--- src/rtl/core/ppu_ram.sv ---
// Generic single-write, single-read RAM with registered read data.
module ppu_ram #(
  parameter int WIDTH = 8,
  parameter int DEPTH = 64
) (
  input  logic                     clk,
  input  logic                     we,
  input  logic [$clog2(DEPTH)-1:0] waddr,
  input  logic [WIDTH-1:0]         wdata,
  input  logic                     re,
  input  logic [$clog2(DEPTH)-1:0] raddr,
  output logic [WIDTH-1:0]         rdata
);

  logic [WIDTH-1:0] mem [DEPTH];

  always_ff @(posedge clk) begin
    if (we) begin
      mem[waddr] <= wdata;
    end
    if (re) begin
      rdata <= mem[raddr];
    end
  end

endmodule
--- config.mk ---
export PLATFORM = sky130hd
export DESIGN_NAME = ppu_ram
export DESIGN_NICKNAME = d
export VERILOG_FILES = /design/src/rtl/core/ppu_ram.sv
export SDC_FILE = /design/constraint.sdc
export NUM_CORES = 1
export LEC_CHECK = 0
export BUFFER_PORTS_ARGS = -buffer_cell sky130_fd_sc_hd__buf_2
export CAP_MARGIN = 40
export CORE_MARGIN = 3
export CORE_UTILIZATION = 55
export CTS_CLUSTER_SIZE = 14
export DETAILED_ROUTE_END_ITERATION = 8
export GPL_ROUTABILITY_DRIVEN = 0
export HOLD_SLACK_MARGIN = 0.02
export PLACE_DENSITY = 0.7
export SLEW_MARGIN = 20
export SYNTH_ARGS = -nofsm -noshare
export SYNTH_HDL_FRONTEND = slang
export SYNTH_SLANG_ARGS = --single-unit
--- constraint.sdc ---
create_clock -name clk -period 5.35 [get_ports clk]
set_input_delay 1.605 -clock clk [delete_from_list [all_inputs] [get_ports clk]]
set_output_delay 1.605 -clock clk [all_outputs]
set_load 0.05 [all_outputs]
* Word level (Yosys, flattened, before mapping)
Memories as Yosys holds them, arrays and structs flattened. A register that Yosys moved wholly into a read port is not among the register bits. Index checks and enable logic that the tools add are counted.
Operators by class: muxes and demuxes 2
Operators with widths (count):
- 1-bit 2-to-1 mux | 2
Word-level totals: input port bits 23, bits in registers 0, output and inout bits 8, memories kept 1, bits in writable memories 512
Memories:
- mem | depth 64, bits a word 8, rd ports 1, clocked after memory_dff 1, write ports 1, RTL line 15 | logic [WIDTH-1:0] mem [DEPTH];

* Logic depth before layout (Yosys ltp)
Gate-level depths: netlist of the first run.
depth in word-level cells 2, gate-level depth with buffers 9, depth with buffers taken out 5

* Least setup slack after synthesis of the first run
Ideal clock, no wire load.
kind input-to-reg, from input raddr[1], to register rdata[3] (read register of mem) (data pin), arrival 3145 ps, buffers on the path 3, setup slack 1939 ps, cell stages on the path 7, required time 5084 ps, path through buf_4 buf_2 buf_2 mux4_2 mux4_2 o21ai_1 o41ai_1
RTL lines:
- start, declared | RTL line 11 | input logic [$clog2(DEPTH)-1:0] raddr,
- end, declared | RTL line 12 | output logic [WIDTH-1:0] rdata

==> results of run 1 <==
==> cells in the mapped netlist (3+ instances only) <==
library cell | count | area [µm²]
edfxtp_1 | 520 | 15600
mux4_2 | 126 | 2840
nor2_1 | 83 | 312
mux2i_1 | 23 | 230
nand2_1 | 19 | 71.3
clkbuf_1 | 17 | 63.8
nor2b_1 | 14 | 87.6
buf_4 | 13 | 97.6
mux2_2 | 13 | 146
nand3_1 | 13 | 65.1
buf_2 | 11 | 55.1
o221ai_1 | 8 | 70.1
o22ai_1 | 8 | 50.1
nand2b_1 | 7 | 43.8
nor3_1 | 7 | 35.0
a221oi_1 | 6 | 52.6
a211oi_1 | 4 | 30.0
buf_1 | 4 | 15.0
buf_6 | 4 | 45.0
a21oi_1 | 3 | 15.0
a22oi_1 | 3 | 22.5
nand3b_1 | 3 | 22.5
o2111ai_1 | 3 | 26.3
o2bb2ai_1 | 3 | 26.3
==> worst max-delay path, cell delays in order <==
cell and delay [ps]:
clkbuf_8 420, buf_4 330, mux4_2 540, mux2_2 290, o221a_2 300, nor3_1 420
o32ai_1 150
==> path summary, 6_finish.rpt <==
check / depth (start not counted) / slack [ps] / startpoint / endpoint
min reg2reg: 3 / 930 / mem[30][4] / rdata[4]
max reg2reg: 5 / 3070 / mem[21][6] / rdata[6]
min: 3 / 930 / mem[30][4] / rdata[4]
max: 7 / 1550 / raddr[0] / rdata[6]
==> registers in the layout, summed over array words and instances, names as in the netlist <==
register	flops
mem	512
rdata	8
==> logic make-up (layout without fill, tap and decap cells) <==
family | Yosys count | after routing | share of synthesized area (%)
multiplexers | 162 | 162 | 15.9
AND/OR/NAND/NOR | 153 | 153 | 3.37
flip-flops | 520 | 520 | 77.1
AO/OA/AOI/OAI | 54 | 54 | 2.06
buffers and inverters | 51 | 185 | 1.56
==> routing by layer <==
layer	up-vias	share of wire [%]	global-route usage, %
met5	-	0.018	0
met4	2	2.3	5.69
met2	450	48	35.7
met3	82	8.5	3.93
met1	5142	41	35.0
li1	4136	-	-
==> cell type report <==
cell class                 instances  area [µm²]
multi-input combinational        369        4320
sequential                       520       15600
fill                            2392       13100
clock buffer                      67        1380
timing repair buffer              98         802
tap                              461         577
clock inverter                    20         136
==> report_power, final <==
group / internal (W) / leakage, nW / switching (W)
clock: 0.00189 / 0.743 / 0.00141
combinational: 0.000165 / 1.80 / 0.000274
sequential: 0.00452 / 4.69 / 0.0000108
total: 0.00657 / 7.23 / 0.00170
==> metrics by stage <==
step | setup slack [ps] | hold slack, ps
2_1_floorplan | 1940 | 797
3_3_place_gp | 999 | 918
3_5_place_dp | 976 | 914
4_1_cts | 1560 | 943
5_1_grt | 1510 | 998
6_report | 1550 | 933
==> reports/qor_table.md, run 1 <==
| Quantity | Value | Unit |
|:---|:---|:---|
| Result of the run | finished, final reports clean | - |
| Number of nets still failing antenna checks after routing | 0 | - |
| Instance area at placement | 21100 | µm² |
| CTS root buf | clkbuf_16 | - |
| Fin cells | 1535 | - |
| Tmin final | 3800 | ps |
| Core Rows | 69 | - |
| Crit path required time | 5650 | ps |
| Number of global-route vias before repair | 9808 | - |
| Sum of overflow across all layers after global routing | 0 | - |
| Synthesis warning total | 0 | - |
| Post-CTS setup buffer count | 0 | - |
| Final sum of negative setup slack | 0 | ps |
| Via density per instance | 6.39 | - |
| Critical path start-end classification | primary input to flop | - |
| Share of synthesized area occupied by flip-flops and latches | 77.1 | % |
| Fraction of layout instances using a drive strength above 1 | 28.0 | % |
| Initial antenna violation count | 1 | - |
| Portion of the clock cycle consumed by the worst path in the final layout | 70.9 | % |
| Clk sinks | 520 | - |
| Final core utilization | 63.6 | % |
| Total of buffers placed on input and output ports | 30 | - |
| Hold bufs inserted after CTS | 0 | - |
| Max capacitance violation total | 0 | - |
| Distinct cell type count of the synthesized netlist | 39 | - |
| Global-route wire length before repair | 65600 | µm |
| Most used flip-flop cell after synthesis | edfxtp_1 | - |
| Worst-path fanout max | 39 | - |
| Commonest non-fill, non-tap cells in the layout | edfxtp_1, mux4_2, nor2_1 | - |
| Maximum number of pins on one net before global-route repair | 65 | - |
| Most common cell after layout, fill and taps aside | edfxtp_1 | - |
| Number of buffers between clock root and the deepest sink | 3 | - |
| Via Count | 9812 | - |
| Type of the tightest min-delay check | flop to flop | - |
| Areal power density over the cells | 362 | nW/µm² |
| Drt initial violations | 1074 | - |
| Number of antenna cells inserted | 0 | - |
| CTS tree | built | - |
| Die height | 198 | µm |
| Remaining design rule violation count | 0 | - |
| Actual slew at the worst max-slew pin | 873 | ps |
| Setup-failing EPs final | 0 | - |
| Number of standard cells after synthesis | 940 | - |
| Post-placement cell count | 1421 | - |
| TritonRoute pass-1 iters | 5 | - |
| Estimated wirelength of the detail-placed design | 27200 | µm |
| Effective utilization at floorplan | 56.4 | % |
| Routed WL | 43700 | µm |
| Width of the die | 198 | µm |
| Synthesized Nets | 963 | - |
| Type of element capturing the critical path | flop | - |
| Area Growth Syn to Fin | 12.7 | % |
| Yosys reg bits | 520 | - |
| Clock-pin slew on the worst setup and hold paths | 60 | ps |
| Worst-Skew Late Latency | 570 | ps |
| Resize count post-CTS | 0 | - |
| Total power after layout | 0.00827 | W |
| Area enclosed by the die boundary | 39200 | µm² |
| Avg Inst Size Synth | 21.5 | µm² |
| Worst slew slack as a fraction of its limit | 41.6 | % |
| Average detailed-routed wire length per instance | 28.5 | µm |
| Post-synth EDFFs | 520 | - |
| Peak VDD IR | 0.261 | mV |
| Final hold violation count | 0 | - |
| Layout Skew | 16.4 | ps |
| Total global routing track utilization | 23.0 | % |
| Ports placed on the boundary | 31 | - |
| Final std cell area, no fill | 22800 | µm² |
| Mapped cell area | 20200 | µm² |
| Data arrival at the endpoint of the critical path | 4100 | ps |
| Maximum level of the CTS H-tree | 2 | - |
| RSZ-0062 raised after global routing | false | - |
| Maximum operating frequency | 0.263 | GHz |
| Category of the worst setup path launch point | primary input | - |
| Net count, final | 1063 | - |
| Async S/R FF share, synth | 0 | % |
| Core Footprint | 35900 | µm² |
| Inserted Clock Buffers | 51 | - |
| Final-report max-slew violation count | 0 | - |
| Leakage | 7.23 | nW |
(Power assumes the default switching activity.)
==> inputs of run 2 (changes only) <==
==> constraint.sdc (replaced) <==
create_clock -name clk -period 3.95 [get_ports clk]
set_input_delay 1.185 -clock clk [delete_from_list [all_inputs] [get_ports clk]]
set_output_delay 1.185 -clock clk [all_outputs]
set_load 0.05 [all_outputs]
==> run 2 against run 1 <==
Against the previous run:
- worst setup slack got worse by 500 ps
- combinational power increased by 38%
- cell area up 1.5%
- die area is the same
- critical path depth did not move
- clock power up 38%
- flip-flop and latch count did not move
- critical endpoint is now rdata[1]
- global-route usage is 0.40 points higher
- sequential share of layout area is 1.0 points lower
- wire length grew 0.84%
==> reports/qor_table.md, run 2 (synthesized netlist as in run 1, its figures left out) <==
| Quantity | Value | Unit | vs previous |
|:---|:---|:---|:---|
| Setup-failing EPs final | 0 | - | unchanged |
| Family with the most delay on the worst path | multiplexers | - |  |
| Final-report max-slew violation count | 0 | - | unchanged |
| Area enclosed by the die boundary | 39200 | µm² | unchanged |
| Data arrival at the endpoint of the critical path | 3210 | ps | -890 ps |
| Hold Slack | 949 | ps | +15.5 ps |
| Standard cell with the maximum stage delay on the critical path | mux4_2 | - |  |
| Tmin final | 2890 | ps |  |
| Most common cell after layout, fill and taps aside | edfxtp_1 | - |  |
| Effective utilization at floorplan | 56.4 | % | unchanged |
| Number of nets still failing antenna checks after routing | 0 | - | unchanged |
| Hold bufs inserted after CTS | 0 | - | unchanged |
| Critical path start-end classification | primary input to flop | - |  |
| Peak VDD IR | 0.376 | mV | +44% |
| Area Growth Syn to Fin | 14.5 | % |  |
| Flip-flop count of the largest register after layout | 512 | - | unchanged |
| Core Footprint | 35900 | µm² | unchanged |
| Net count, final | 1099 | - | +3.4% |
| Worst reg2reg endpoint | rdata[4] | - |  |
| Die height | 198 | µm | unchanged |
| Clock-pin slew on the worst setup and hold paths | 60 | ps | about the same |
| Via density per instance | 6.26 | - | -2.0% |
| Depth of the worst register-to-register path | 5 | - | unchanged |
| Via Count | 9874 | - | +0.63% |
| Met2 Track Usage GR | 34.6 | % | -1.1 points |
| Min-delay src | mem[23][1] | - |  |
| Worst slew slack as a fraction of its limit | 51.9 | % | +10 points |
| Global-route wire length before repair | 66400 | µm | +1.3% |
| Portion of the clock cycle consumed by the worst path in the final layout | 73.2 | % |  |
| Clk sinks | 520 | - | unchanged |
| Core Rows | 69 | - | unchanged |
| Number of buffers between clock root and the deepest sink | 3 | - | unchanged |
| Top flop regs | mem (512), rdata (8) | - |  |
| Worst slack after detailed placement | 455 | ps | -521 ps |
| Met3 Usage GRT | 5.19 | % | +1.3 points |
| Worst-Skew Late Latency | 570 | ps | about the same |
| Depth of the worst hold-timing path | 4 | - | +1 |
| Result of the run | finished, final reports clean | - |  |
| Type of element capturing the critical path | flop | - |  |
| Final hold violation count | 0 | - | unchanged |
| Final sum of negative setup slack | 0 | ps | unchanged |
| Category of the worst setup path launch point | primary input | - |  |
| Cell Chain, Critical Path | buf_4 > buf_4 > mux4_2 > mux4_2 > nor2_1 > nor3_1 > o2bb2ai_1 | - |  |
| Total of buffers placed on input and output ports | 30 | - | unchanged |
| Initial antenna violation count | 0 | - | -1 |
| Max capacitance violation total | 0 | - | unchanged |
| Actual slew at the worst max-slew pin | 721 | ps | -151 ps |
| Layout Skew | 14.9 | ps | -1.52 ps |
| Routed WL | 44100 | µm | +0.84% |
| Number of antenna cells inserted | 0 | - | unchanged |
| Routing layer with the top usage in global route | met1 | - |  |
| Drt initial violations | 1035 | - | -3.6% |
| CTS tree | built | - |  |
| Maximum operating frequency | 0.346 | GHz |  |
| Total global routing track utilization | 23.4 | % | +0.40 points |
| Maximum level of the CTS H-tree | 2 | - | unchanged |
| Number of global-route vias before repair | 9911 | - | +1.1% |
| Final Worst Setup Slack | 1060 | ps | -497 ps |
| Inserted Clock Buffers | 50 | - | -2.0% |
| Leakage | 7.46 | nW | +3.1% |
| Type of the tightest min-delay check | flop to flop | - |  |
| Areal power density over the cells | 488 | nW/µm² | +35% |
| Buffers & Inverters on Critical Path | 2 | - | unchanged |
| Width of the die | 198 | µm | unchanged |
| Worst-path fanout max | 22 | - | -44% |
| RSZ-0062 raised after global routing | false | - |  |
| Fraction of layout instances using a drive strength above 1 | 30.9 | % | +2.9 points |
| Estimated wirelength of the detail-placed design | 28700 | µm | +5.4% |
| CTS root buf | clkbuf_16 | - |  |
| Remaining design rule violation count | 0 | - | unchanged |
| Register-to-Register Setup Slack | 1790 | ps | -1280 ps |
| Maximum number of pins on one net before global-route repair | 41 | - | -37% |
| Largest stage delay on the critical path | 490 | ps | -50 ps |
| Post-CTS setup buffer count | 0 | - | unchanged |
| Crit path required time | 4270 | ps | -1380 ps |
| Hold Path Sink | rdata[1] | - |  |
| Average detailed-routed wire length per instance | 28.0 | µm | -1.8% |
| TritonRoute pass-1 iters | 6 | - | +1 |
| Resize count post-CTS | 0 | - | unchanged |
| Sum of overflow across all layers after global routing | 0 | - | unchanged |
| Commonest non-fill, non-tap cells in the layout | edfxtp_1, mux4_2, buf_4 | - |  |
| Register with the highest flop count | mem | - |  |
| Ports placed on the boundary | 31 | - | unchanged |
| GR met1 Demand/Resource | 36.3 | % | +1.3 points |
| Launch instance of the worst register-to-register path | mem[29][4] | - |  |
-- run 2: changes by cell type in the layout (fill, tap and decap cells not counted), sizes merged --
cell and delta:
bufinv +1, buf +37, clkinvlp +1, clkbuf -2, clkinv +5
-- run 2: final cells by class --
class                   count  area (µm²)
repair buffers            135        1100
clock inverters            27         199
well taps                 461         577
fillers                  2340       12700
clock buffers              65        1370
multi-input cells         369        4320
flip-flops and latches    520       15600
-- run 2: where the power goes --
group	internal, W	total, W	switching (W)
clock	0.00263	0.00455	0.00192
combinational	0.000236	0.000608	0.000372
sequential	0.00612	0.00614	0.0000172
total	0.00899	0.0113	0.00231
-- run 2: per-stage QoR --
step / power (W) / utilization (%) / area [µm²] / std cells
floorplan: 0.00660 / - / 20200 / 940
CTS: 0.0114 / 64.5 / 23200 / 1576
global placement: 0.00684 / 59.8 / 21500 / 1478
finish: 0.0113 / 64.5 / 23200 / 1577
global route: 0.0117 / 64.5 / 23200 / 1577
detailed placement: 0.00686 / 60.1 / 21600 / 1484
-- run 2: per-layer routing --
layer  vias up  wire (µm)
met5         -          0
met2       472      20500
met3        63       3900
met1      5129      18700
met4         0       1050
li1       4210          -
-- run 2: how the worst max path moves through the flow --
stage	start	to	slack (ps)	cells past startpoint
floorplan	raddr[1]	rdata[3]	960	7
global placement	raddr[0]	rdata[7]	440	6
detailed placement	raddr[1]	rdata[1]	460	7
CTS	raddr[1]	rdata[1]	1050	7
global route	raddr[0]	rdata[1]	940	8
finish	raddr[1]	rdata[1]	1060	7
-- run 2: worst register-to-register path, cell delays in order (launching register included) --
cell      delay (ps)
edfxtp_1         360
mux4_2           470
mux2_2           290
o221a_2          280
nor3_1           340
o32ai_1          160
